`src/hw/rtl/positional_list_engine_top_assert.svh`:
```
// assertion macros for the positional list engine
// used by positional_list_engine_top.sv, no other dependencies
`ifndef POSITIONAL_LIST_ENGINE_TOP_ASSERT_SVH
`define POSITIONAL_LIST_ENGINE_TOP_ASSERT_SVH

// antecedent implies consequent in the same cycle
`define PLE_ASSERT_NOW(lbl, clk_i, rstn_i, ante, cons) \
    lbl: assert property (@(posedge clk_i) disable iff (!rstn_i) (ante) |-> (cons)) \
        else $error("positional list engine: assertion failed");

// antecedent implies consequent in the next cycle
`define PLE_ASSERT_NEXT(lbl, clk_i, rstn_i, ante, cons) \
    lbl: assert property (@(posedge clk_i) disable iff (!rstn_i) (ante) |=> (cons)) \
        else $error("positional list engine: assertion failed");

`endif

```
`src/hw/rtl/ple_pkg.sv`:
```
// shared types, codes and elaboration helpers for the positional list engine
// no dependencies; used by every module of the block
`timescale 1ns / 1ps

package ple_pkg;

    // default sizes and fixed field widths
    localparam int DEPTH_DEF      = 64;
    localparam int ELEM_WIDTH_DEF = 32;
    localparam int OP_W           = 3;
    localparam int POS_W          = 7;
    localparam int VAL_W          = 32;
    localparam int STATUS_W       = 2;
    localparam int LEN_W          = 7;
    localparam int FAN_IN         = 8;
    localparam int FAN_SH         = 3;

    // operation codes
    typedef enum logic [OP_W-1:0] {
        OP_ADD_FRONT    = 3'd0,
        OP_ADD_REAR     = 3'd1,
        OP_REMOVE_FRONT = 3'd2,
        OP_REMOVE_REAR  = 3'd3,
        OP_INSERT_AT    = 3'd4,
        OP_REMOVE_AT    = 3'd5
    } op_t;

    // result status codes
    typedef enum logic [STATUS_W-1:0] {
        ST_OK        = 2'd0,
        ST_UNDERFLOW = 2'd1,
        ST_RANGE     = 2'd2,
        ST_FULL      = 2'd3
    } status_t;

    // shift command broadcast to the cell row
    typedef struct packed {
        logic go;
        logic ins;
        logic rem;
    } shift_ctl_t;

    // node count of a given level of the select tree (level 0 = cells)
    function automatic int tree_nodes(input int n, input int k);
        int m;
        int i;
        m = n;
        for (i = 0; i < k; i++)
        begin
            m = (m + FAN_IN - 1) >> FAN_SH;
        end
        return m;
    endfunction

    // number of registered levels down to a single node
    function automatic int tree_levels(input int n);
        int m;
        int l;
        m = n;
        l = 0;
        while (m > 1)
        begin
            m = (m + FAN_IN - 1) >> FAN_SH;
            l = l + 1;
        end
        return l;
    endfunction

    // first node of a level in the flat tree bus
    function automatic int tree_offset(input int n, input int k);
        int s;
        int i;
        s = 0;
        for (i = 0; i < k; i++)
        begin
            s = s + tree_nodes(n, i);
        end
        return s;
    endfunction

endpackage

```
`src/hw/rtl/ple_or_level.sv`:
```
// one registered level of the removed-value select tree
// eight inputs per node are or-ed; depends on ple_pkg for the fan-in
`timescale 1ns / 1ps

module ple_or_level #(
    parameter int N_IN   = 8,
    parameter int ELEM_W = ple_pkg::ELEM_WIDTH_DEF
) (
    input  logic                                              clk,
    input  logic                                              en,
    input  logic [N_IN*ELEM_W-1:0]                            din,
    output logic [((N_IN+ple_pkg::FAN_IN-1)/ple_pkg::FAN_IN)*ELEM_W-1:0] dout
);

    localparam int N_OUT = (N_IN + ple_pkg::FAN_IN - 1) / ple_pkg::FAN_IN;

    logic [ELEM_W-1:0] kid   [N_OUT][ple_pkg::FAN_IN];
    logic [ELEM_W-1:0] or_n  [N_OUT];
    logic [ELEM_W-1:0] node_reg [N_OUT];

    // children of each node, padding past the last input
    for (genvar o = 0; o < N_OUT; o++)
    begin : g_node
        for (genvar c = 0; c < ple_pkg::FAN_IN; c++)
        begin : g_kid
            if (o * ple_pkg::FAN_IN + c < N_IN)
            begin : g_real
                assign kid[o][c] = din[(o*ple_pkg::FAN_IN+c)*ELEM_W +: ELEM_W];
            end
            else
            begin : g_pad
                assign kid[o][c] = '0;
            end
        end
        assign dout[o*ELEM_W +: ELEM_W] = node_reg[o];
    end

    // at most one leaf is selected, so or-ing picks it out
    always_comb
    begin
        for (int o = 0; o < N_OUT; o++)
        begin
            or_n[o] = '0;
            for (int c = 0; c < ple_pkg::FAN_IN; c++)
            begin
                or_n[o] = or_n[o] | kid[o][c];
            end
        end
    end

    always_ff @(posedge clk)
    begin
        if (en)
        begin
            for (int o = 0; o < N_OUT; o++)
            begin
                node_reg[o] <= or_n[o];
            end
        end
    end

endmodule

```
`config.mk`:
```
export PLATFORM = sky130hd
export DESIGN_NAME = ple_or_level
export DESIGN_NICKNAME = d
export VERILOG_FILES = /design/src/hw/rtl/positional_list_engine_top_assert.svh /design/src/hw/rtl/ple_pkg.sv /design/src/hw/rtl/ple_or_level.sv
export SDC_FILE = /design/constraint.sdc
export NUM_CORES = 1
export LEC_CHECK = 0
export BUFFER_PORTS_ARGS = -buffer_cell sky130_fd_sc_hd__buf_2
export CORE_AREA = 5 5 110 112
export DETAILED_ROUTE_END_ITERATION = 8
export DIE_AREA = 0 0 115 117
export MAX_ROUTING_LAYER = met4
export PLACE_DENSITY = 0.46
export REMOVE_ABC_BUFFERS = 1
export SYNTH_ARGS = -nofsm -noshare
export SYNTH_HDL_FRONTEND = slang
export SYNTH_SLANG_ARGS = --single-unit
```
`constraint.sdc`:
```
create_clock -name clk -period 1.07 [get_ports clk]
set_clock_uncertainty 0.15 [all_clocks]
set_input_delay 0.214 -clock clk [delete_from_list [all_inputs] [get_ports clk]]
set_output_delay 0.214 -clock clk [all_outputs]
set_load 0.02 [all_outputs]
```
==> results.md <==
- Power share of the clock group: 37.4%
- Chip height: 117 um
- Slew headroom: 74.1%
- Commonest non-fill, non-tap cells in the layout: buf_2 (261), nor4_1 (64), nand2_1 (32), edfxtp_1 (32), buf_6 (28)
- Hold Crit Class: input pin to register
- Maxcap violations: 0
- Slew @ Worst Pin: 0.385 ns
- Crit path depth: 1
- DP HPWL: 6.96 mm
- Post-CTS Setup Bufs: 0
- Fin. max-slew vios: 0
- Root buffer cell: clkbuf_16
- CTS sink count: 32
- Die Wd: 115 um
- WP data arrival: 0.84 ns
- Clk buf depth: 2
- Leak Pwr: 1.64 nW
- Via count: 2273
- RSZ-0062 raised after global routing: yes
- Largest register FFs: 32
- Comb pwr share: a little over a fifth
- Synth warn: 0
- Startpoint Class: register
- Area of the multi-input gates: between 500 and 600 sq um
- Fin crit period: about 1.2 ns
- Sw Pwr: 0.000819 W
- Post-CTS resize count: 24
- Setup ws final: -0.137 ns
- Worst-path fanout max: 1
- Cell area after synthesis: between 1000 and 1500 sq um
- # fillers: 1161
- Worst-path clk slew: approximately 0.050 ns
- Diodes inserted: 0
- DR DRC count: 0
- Setup violators final: 32
- Crit. End Element: primary output
- Final net count: 685
- Failing checks: negative setup slack
- First-pass GRT wire length: between 10 and 15 mm
- Yosys cell types: 3
- Switching Share: about 23%
- Number of nets with antenna violations after routing: 0
- Final Cycle Share: 113%
- Total global routing overflow: 0
- GRT Total Usage: about a tenth
- Setup TNS: -2.85 ns
- Die ar.: 13500 sq um
- Layout cell share with drive strength beyond 1: 69.4%
- Seq/Total Area, Yosys: 64.9%
- First-pass detailed-route iteration total: 4
- Core Box Area: between 10000 and 15000 sq um
- CTS tree: done
- Detail-routed via count per cell: approximately 4.0
- Ordered list of cells on the worst path: buf_6
- Register bit total from synthesis: 32
- Pint: 0.00278 W
- Max H-tree Level: 2
- Worst IR Drop VDD: 0.512 mV
- Number of global-route vias before repair: 2285
- Achievable frequency: approximately 830 MHz
- Starting Density: a little over an eighth
- Final WL: 7.70 mm
- Pwr Density: 1040 nW/um^2
- 1st-iter DRT viols: 50
- Most common cell after layout, fill and taps aside: buf_2
- Cell Rows: 39
- Final hold violation count: 0
- Worst hold endpoint: node_reg[0][28]
- Synth-to-layout area growth: 134%
- Status: finished, violations left
- Largest net degree at the start of global routing: 17
- Worst endpoint required time: 0.71 ns
- CTS hold repair buffers: 0
- Max stage delay cell, worst path: edfxtp_1
- Inserted Clock Buffers: 5
- Crit path kind: register to primary output
- Placer congestion estimate: 0.803
- Final hold slack: 0.0459 ns
- Worst Path Buf+Inv: 1
- Crit path largest cell delay: a little over 0.4 ns
- I/O Buffers: around 290
- Num ports: just under 300
- FF/Latch Area: 961 sq um
- CP top delay family: flip-flops
- Post-Syn Instances: around 130
- Hold_sp: din[252]
- Wirelength per Cell: approximately 13 um
- WHS Path Cells: 3
- Sequential power share: 41.0%
- Initial antenna violation count: 0
- Synthesized area per cell: ~12 sq um
-- Yosys cell counts --
| library cell | n | area [sq um] |
|---|---|---|
| nor4_1 | 64 | 400 |
| edfxtp_1 | 32 | 961 |
| nand2_1 | 32 | 120 |
-- per-stage QoR --
stage                     utilization (%)  std cells  total power [W]  setup slack [ns]  cell area (sq um)
final                                31.2        571          0.00360            -0.137               3470
after global routing                 31.2        571          0.00380            -0.179               3470
after CTS                            30.3        571          0.00364            -0.171               3370
after detailed placement             28.4        563          0.00220            -0.238               3150
after global placement               28.4        563          0.00220            -0.214               3150
after floorplan                         -        128          0.00162             0.137               1480
-- kinds of logic (layout without fill, tap and decap cells) --
logic type,count (synthesis),after routing,synth area share (%)
buf+inv,0,300,0
simple gates,96,96,35.1
flops,32,32,64.9
-- power groups by stage --
stage / clock network, W / logic [W] / registers, W
finish: 0.00135 / 0.000778 / 0.00147
global route: 0.00147 / 0.000844 / 0.00148
CTS: 0.00142 / 0.000751 / 0.00146
detailed placement: 0 / 0.000722 / 0.00148
global placement: 0 / 0.000712 / 0.00148
floorplan: 0 / 0.0000451 / 0.00157
-- layer usage --
layer / share of wire, % / vias up / global-route usage, %
met4: 0.66 / 0 / 2.90
li1: - / 1141 / -
met1: 34 / 965 / 10.5
met3: 13 / 2 / 3.65
met2: 52 / 165 / 18.7
met5: 0 / - / -
-- area by class of cell --
class | instances | area share (%)
clock buffer | 7 | 3.83
clock inverter | 1 | 0.108
multi-input combinational | 96 | 15.0
sequential | 32 | 27.7
tap | 143 | 5.16
timing repair buffer | 292 | 48.2
-- worst max path at each step --
stage                               from  slack, ns         endpoint
after global placement           din[59]      -0.21  node_reg[0][27]
after detailed placement         din[59]      -0.24  node_reg[0][27]
final                     node_reg[0][4]      -0.14          dout[4]
after floorplan                  din[32]       0.14   node_reg[0][0]
after CTS                 node_reg[0][4]      -0.17          dout[4]
after global routing      node_reg[0][4]      -0.18          dout[4]
Power figures use the tool's default switching activity.
