### src/hw/rtl/positional_list_engine_top_assert.svh
// assertion macros for the positional list engine
// used by positional_list_engine_top.sv, no other dependencies
`ifndef POSITIONAL_LIST_ENGINE_TOP_ASSERT_SVH
`define POSITIONAL_LIST_ENGINE_TOP_ASSERT_SVH

// antecedent implies consequent in the same cycle
`define PLE_ASSERT_NOW(lbl, clk_i, rstn_i, ante, cons) \
    lbl: assert property (@(posedge clk_i) disable iff (!rstn_i) (ante) |-> (cons)) \
        else $error("positional list engine: assertion failed");

// antecedent implies consequent in the next cycle
`define PLE_ASSERT_NEXT(lbl, clk_i, rstn_i, ante, cons) \
    lbl: assert property (@(posedge clk_i) disable iff (!rstn_i) (ante) |=> (cons)) \
        else $error("positional list engine: assertion failed");

`endif

### src/hw/rtl/ple_pkg.sv
// shared types, codes and elaboration helpers for the positional list engine
// no dependencies; used by every module of the block
`timescale 1ns / 1ps

package ple_pkg;

    // default sizes and fixed field widths
    localparam int DEPTH_DEF      = 64;
    localparam int ELEM_WIDTH_DEF = 32;
    localparam int OP_W           = 3;
    localparam int POS_W          = 7;
    localparam int VAL_W          = 32;
    localparam int STATUS_W       = 2;
    localparam int LEN_W          = 7;
    localparam int FAN_IN         = 8;
    localparam int FAN_SH         = 3;

    // operation codes
    typedef enum logic [OP_W-1:0] {
        OP_ADD_FRONT    = 3'd0,
        OP_ADD_REAR     = 3'd1,
        OP_REMOVE_FRONT = 3'd2,
        OP_REMOVE_REAR  = 3'd3,
        OP_INSERT_AT    = 3'd4,
        OP_REMOVE_AT    = 3'd5
    } op_t;

    // result status codes
    typedef enum logic [STATUS_W-1:0] {
        ST_OK        = 2'd0,
        ST_UNDERFLOW = 2'd1,
        ST_RANGE     = 2'd2,
        ST_FULL      = 2'd3
    } status_t;

    // shift command broadcast to the cell row
    typedef struct packed {
        logic go;
        logic ins;
        logic rem;
    } shift_ctl_t;

    // node count of a given level of the select tree (level 0 = cells)
    function automatic int tree_nodes(input int n, input int k);
        int m;
        int i;
        m = n;
        for (i = 0; i < k; i++)
        begin
            m = (m + FAN_IN - 1) >> FAN_SH;
        end
        return m;
    endfunction

    // number of registered levels down to a single node
    function automatic int tree_levels(input int n);
        int m;
        int l;
        m = n;
        l = 0;
        while (m > 1)
        begin
            m = (m + FAN_IN - 1) >> FAN_SH;
            l = l + 1;
        end
        return l;
    endfunction

    // first node of a level in the flat tree bus
    function automatic int tree_offset(input int n, input int k);
        int s;
        int i;
        s = 0;
        for (i = 0; i < k; i++)
        begin
            s = s + tree_nodes(n, i);
        end
        return s;
    endfunction

endpackage

### src/hw/rtl/ple_cell.sv
// one element cell of the shifting list row
// depends on ple_pkg for the shift command type
`timescale 1ns / 1ps

module ple_cell #(
    parameter int ELEM_W = ple_pkg::ELEM_WIDTH_DEF,
    parameter int IDX_W  = 6,
    parameter int IDX    = 0
) (
    input  logic                   clk,
    input  ple_pkg::shift_ctl_t    ctl,
    input  logic [IDX_W-1:0]       idx,
    input  logic [ELEM_W-1:0]      din,
    input  logic [ELEM_W-1:0]      left_data,
    input  logic [ELEM_W-1:0]      right_data,
    output logic [ELEM_W-1:0]      data,
    output logic [ELEM_W-1:0]      sel_data
);

    logic [ELEM_W-1:0] data_reg;
    logic [ELEM_W-1:0] data_next;
    logic              hit;
    logic              behind;

    // position of this cell relative to the target index
    assign hit    = (idx == IDX_W'(IDX));
    assign behind = (idx < IDX_W'(IDX));

    // insert pulls from the front neighbor, remove pulls from the rear one
    always_comb
    begin
        data_next = data_reg;
        if (ctl.go)
        begin
            if (ctl.ins)
            begin
                if (hit)
                    data_next = din;
                else if (behind)
                    data_next = left_data;
            end
            else if (ctl.rem)
            begin
                if (hit || behind)
                    data_next = right_data;
            end
        end
    end

    // element storage
    always_ff @(posedge clk)
    begin
        data_reg <= data_next;
    end

    // contents offered to the select tree when this cell is removed
    assign data     = data_reg;
    assign sel_data = data_reg & {ELEM_W{ctl.go & ctl.rem & hit}};

endmodule

### config.mk
export PLATFORM = sky130hd
export DESIGN_NAME = ple_cell
export DESIGN_NICKNAME = d
export VERILOG_FILES = /design/src/hw/rtl/positional_list_engine_top_assert.svh /design/src/hw/rtl/ple_pkg.sv /design/src/hw/rtl/ple_cell.sv
export SDC_FILE = /design/constraint.sdc
export NUM_CORES = 1
export LEC_CHECK = 0
export BUFFER_PORTS_ARGS = -buffer_cell sky130_fd_sc_hd__buf_2
export CORE_AREA = 4 4 56 108
export DETAILED_ROUTE_END_ITERATION = 8
export DIE_AREA = 0 0 60 112
export PLACE_DENSITY = 0.85
export SYNTH_ARGS = -nofsm -noshare
export SYNTH_HDL_FRONTEND = slang
export SYNTH_SLANG_ARGS = --single-unit
export TNS_END_PERCENT = 1
### constraint.sdc
create_clock -name clk -period 2.6 [get_ports clk]
set_clock_uncertainty 0.1 [all_clocks]
set_input_delay 0.26 -clock clk [delete_from_list [all_inputs] [get_ports clk]]
set_output_delay 0.26 -clock clk [all_outputs]
set_load 0.005 [all_outputs]
==> impl_metrics.toml, run 1 <==
[timing]
fin_crit_ns = 2.05
fmax_mhz = 488
relSlewSlack = 0.666
tightest_slew_ns = 0.501
fin_crit_sh = 0.788
slew_viol_final = 0
rsz0062_at_grt = "no"
hold_violations = 0
setup_viol = 0
setup_tns_ns = 0

[global_route]
grt.total_usage = 0.148
grt_util_met1 = 0.153
grt_max_degree = 33
grt_pass1_vias = 1622
antenna_found_initial = 0
overflow = 0
met2_usage = 0.274
busiest_layer = "met2"
grt_use_met3 = 0.0267
grt_first_pass_wirelength_mm = 7.51

[logic_synthesis]
synthCells = 145
seq_area_frac_synth = 0.512
netlist_area_um2 = 1880
post_synth.cell_area_avg_um2 = 12.9
yosys.cell_types.count = 12
syn_nets = 251
ys_seq_elements = 32
yosysWarningCount = 0

[cells_and_area]
final_layout_size_suffix_gt1_frac = 0.755
area_delta_synth_final_pct = 44.3
fin_nets = 387
n_fill_cell = 484
final_core_util = 0.522
largest_reg_flops = 32
diodes = 0

[run]
cap_violations = 0

[power_and_ir_drop]
vdd_drop_max_v = 0.000574
p_per_area_nw_per_um2 = 430
leakagePower_uw = 0.00128

[drt]
num_vias = 1548
route.detailed.drc = 0
ant_nets = 0
drtPass1Iterations = 5
first_iter_violations = 31
totalWireLength_mm = 4.83
wl_per_cell_um = 14.2
drt-vias-per-instance = 4.55

[critical_path]
cp_slowest_stage_delay_ns = 0.66
crit_path_start_kind = "input port"
crit_path_top_delay_cell = "or4_4"
critical_path_class = "input port to output pin"
crit_fanout = 21
critPathBufInv = 3
worstPathRequired_ns = 2.24
crit_family = "simple AND/OR/NAND/NOR gates"
crit_chain = "buf_2, or4_4, buf_4, nor3_1, buf_2"
worstSetupEndpointType = "output pin"
cp_common_cell = "buf_2"
cp.arrival_ns = 1.69

[floorplan]
die_x_um = 60
core_um2 = 5180
dieArea_um2 = 6720
placementRows = 37
die_h_um = 112
initial_core_util = 0.362
ios = 170

[clock_network]
clock-sinks = 32
clkTransAtPathRegs_ns = 0.07
cts_tree = "done"
h-tree-depth = 2
hold_buffers = 0
clockBufferDepth = 2
cts_buffers = 5
root_buffer = "clkbuf_8"
cts.repair_timing.setup_buffer_count = 0
cts_resized = 0

[status]
outcome = "finished, final reports clean"

[placed_design]
dp_hpwl_mm = 3.83
port_buffers = 137
gp_congestion = 0.701

[hold_path]
holdCritPathClass = "input port to flip-flop"
## path summary, 6_finish.rpt
check	start	endpoint	slack, ns	cells after the start
min	din[0]	data[0]$_DFFE_PP_	0.18	2
max	idx[1]	sel_data[31]	0.55	5
## synthesized netlist by cell type
master	number	area [µm²]
clkbuf_1	2	7.51
buf_6	4	45.0
inv_1	32	120
edfxtp_1	32	961
nand4bb_1	1	11.3
buf_2	6	30.0
mux2_2	32	360
nor3_1	2	10.0
and4bb_2	1	12.5
nor3_2	30	300
or4_4	1	11.3
nor2_1	2	7.51
## power breakdown
part           internal, µW  total [µW]  switching (µW)  leakage [µW]
clock network           284         458             174     0.0000552
logic                  80.5         132            51.3      0.000938
registers               574         576            1.19      0.000288
## stage by stage
stage               cells  total power, µW  worst slack, ns  cell area (µm²)  hold WS [ns]
floorplan             145              656            0.512             1880         0.380
global placement      332              715            0.574             2600         0.461
detailed placement    332              721            0.538             2600         0.465
CTS                   340             1190            0.532             2710         0.171
global route          340             1220            0.481             2710         0.174
finish                340             1170            0.551             2710         0.183
## cells in the final DEF (no fill, tap or decap), drive strengths merged
cell type	count
and4bb	1
bufinv	1
nor2	2
clkinv	1
or4	1
nor3	32
inv	32
buf	141
nand4bb	1
clkbuf	6
edfxtp	32
mux2	32
## cells by family (layout without fill, tap and decap cells)
logic type | after synthesis | after routing | synth area share
buffers and inverters | 44 | 181 | 0.108
multiplexers | 32 | 32 | 0.192
AND/OR/NAND/NOR | 37 | 37 | 0.188
flip-flops | 32 | 32 | 0.512
## routing by layer
layer,vias to the layer above,wire length (µm)
met2,80,2800
met1,696,1560
met3,6,386
met4,0,79
met5,-,0
li1,766,-
## final cells by class
class / count / area, µm² / share of cell area
sequential: 32 / 961 / 0.355
timing repair buffer: 141 / 728 / 0.269
clock buffer: 6 / 72.6 / 0.0268
clock inverter: 2 / 35.0 / 0.0129
tap: 58 / 72.6 / 0.0268
multi-input combinational: 69 / 718 / 0.265
inverter: 32 / 120 / 0.0444
Power figures use the tool's default switching activity.
==> run 2: changes to the inputs <==
Clock period 2.6 ns to 2.05 ns, I/O delays scaled along.
==> impl_metrics.toml, run 2 (same netlist as run 1, synthesis figures left out) <==
[status]
outcome = "finished, final reports clean"

[critical_path]
cp_common_cell = "buf_2"
worstSetupEndpointType = "output pin"
cp_slowest_stage_delay_ns = 0.54
cp.arrival_ns = 1.45
crit_path_start_kind = "input port"
crit_family = "simple AND/OR/NAND/NOR gates"
worstPathRequired_ns = 1.75
critical_path_class = "input port to output pin"
critPathBufInv = 3
crit_fanout = 21
path_depth = 5
crit_path_top_delay_cell = "or4_4"
crit_chain = "buf_2, or4_4, buf_4, nor3_2, buf_2"

[drt]
ant_nets = 0
drt-vias-per-instance = 4.68
first_iter_violations = 63
route.detailed.drc = 0
num_vias = 1596
totalWireLength_mm = 5.08
wl_per_cell_um = 14.9
drtPass1Iterations = 4

[cells_and_area]
layout_commonest_cell = "buf_2"
area_delta_synth_final_pct = 43.2
fin_nets = 388
diodes = 0
n_fill_cell = 497
final_layout_size_suffix_gt1_frac = 0.749
largest_reg_flops = 32
final_cell_mix = "137 x buf_2, 32 x mux2_2, 32 x inv_1, 32 x edfxtp_1, 30 x nor3_2"
final_core_util = 0.518

[clock_network]
cts_buffers = 5
clkTransAtPathRegs_ns = 0.07
h-tree-depth = 2
root_buffer = "clkbuf_8"
clockBufferDepth = 2
hold_buffers = 0
clock-sinks = 32
cts_tree = "done"
cts.repair_timing.setup_buffer_count = 0
cts_resized = 0

[timing]
fin_crit_ns = 1.75
slew_viol_final = 0
setup_tns_ns = 0
tightest_slew_ns = 0.497
hold_violations = 0
setup_viol = 0
rsz0062_at_grt = "no"
relSlewSlack = 0.668
fmax_mhz = 571
fin_crit_sh = 0.854

[hold_path]
holdCritPathClass = "input port to flip-flop"
holdPathEnd = "data[1]$_DFFE_PP_"
whs_path_depth = 2
hp-start = "right_data[1]"

[global_route]
overflow = 0
grt_first_pass_wirelength_mm = 7.87
grt_pass1_vias = 1709
grt.total_usage = 0.156
antenna_found_initial = 0
grt_max_degree = 33

[floorplan]
core_um2 = 5180
dieArea_um2 = 6720
placementRows = 37
initial_core_util = 0.362
die_x_um = 60
ios = 170
die_h_um = 112

[power_and_ir_drop]
leakagePower_uw = 0.00127
vdd_drop_max_v = 0.000465
p_per_area_nw_per_um2 = 506

[placed_design]
port_buffers = 137
dp_hpwl_mm = 4.01
gp_congestion = 0.701

[run]
cap_violations = 0
==> run 2: cell count changes in the layout (fill, tap and decap cells not counted), sizes merged <==
cell,previous run,this run
buf,141,142
bufinv,1,0
clkbuf,6,7
==> run 2: cell type report <==
type,count,area (µm²),share of cell area
Multi-Input combinational cell,69,718,0.267
Timing Repair Buffer,142,736,0.274
Inverter,32,120,0.0447
Clock inverter,1,3.75,0.00140
Sequential cell,32,961,0.358
Clock buffer,7,76.3,0.0284
Tap cell,58,72.6,0.0270
==> run 2: worst max path at each step <==
stage	start	end	slack, ns
after detailed placement	idx[1]	data[4]$_DFFE_PP_	0.22
after global placement	idx[1]	data[5]$_DFFE_PP_	0.24
after CTS	idx[1]	sel_data[31]	0.28
final	idx[1]	sel_data[4]	0.30
after floorplan	idx[1]	data[0]$_DFFE_PP_	0.02
after global routing	idx[1]	sel_data[31]	0.23
==> run 2: report_power, final <==
group | internal (µW) | switching, µW
registers | 729 | 1.53
logic | 103 | 66.0
clock network | 236 | 225
==> run 2: stage by stage <==
step | instances | power [µW] | hold WS [ns] | instance area [µm²] | setup slack [ns]
2_1_floorplan | 145 | 832 | 0.325 | 1880 | 0.0169
6_report | 341 | 1360 | 0.122 | 2690 | 0.300
3_5_place_dp | 333 | 916 | 0.411 | 2610 | 0.222
5_1_grt | 341 | 1430 | 0.117 | 2690 | 0.230
4_1_cts | 341 | 1380 | 0.114 | 2690 | 0.280
3_3_place_gp | 333 | 908 | 0.407 | 2610 | 0.235
==> run 2: metal layers <==
| layer | vias to the layer above | track usage | wire length [µm] |
|---|---|---|---|
| li1 | 768 | - | - |
| met4 | 0 | 0.0592 | 98 |
| met2 | 81 | 0.292 | 2980 |
| met1 | 740 | 0.157 | 1640 |
| met3 | 7 | 0.0313 | 354 |
| met5 | - | 0 | 0 |
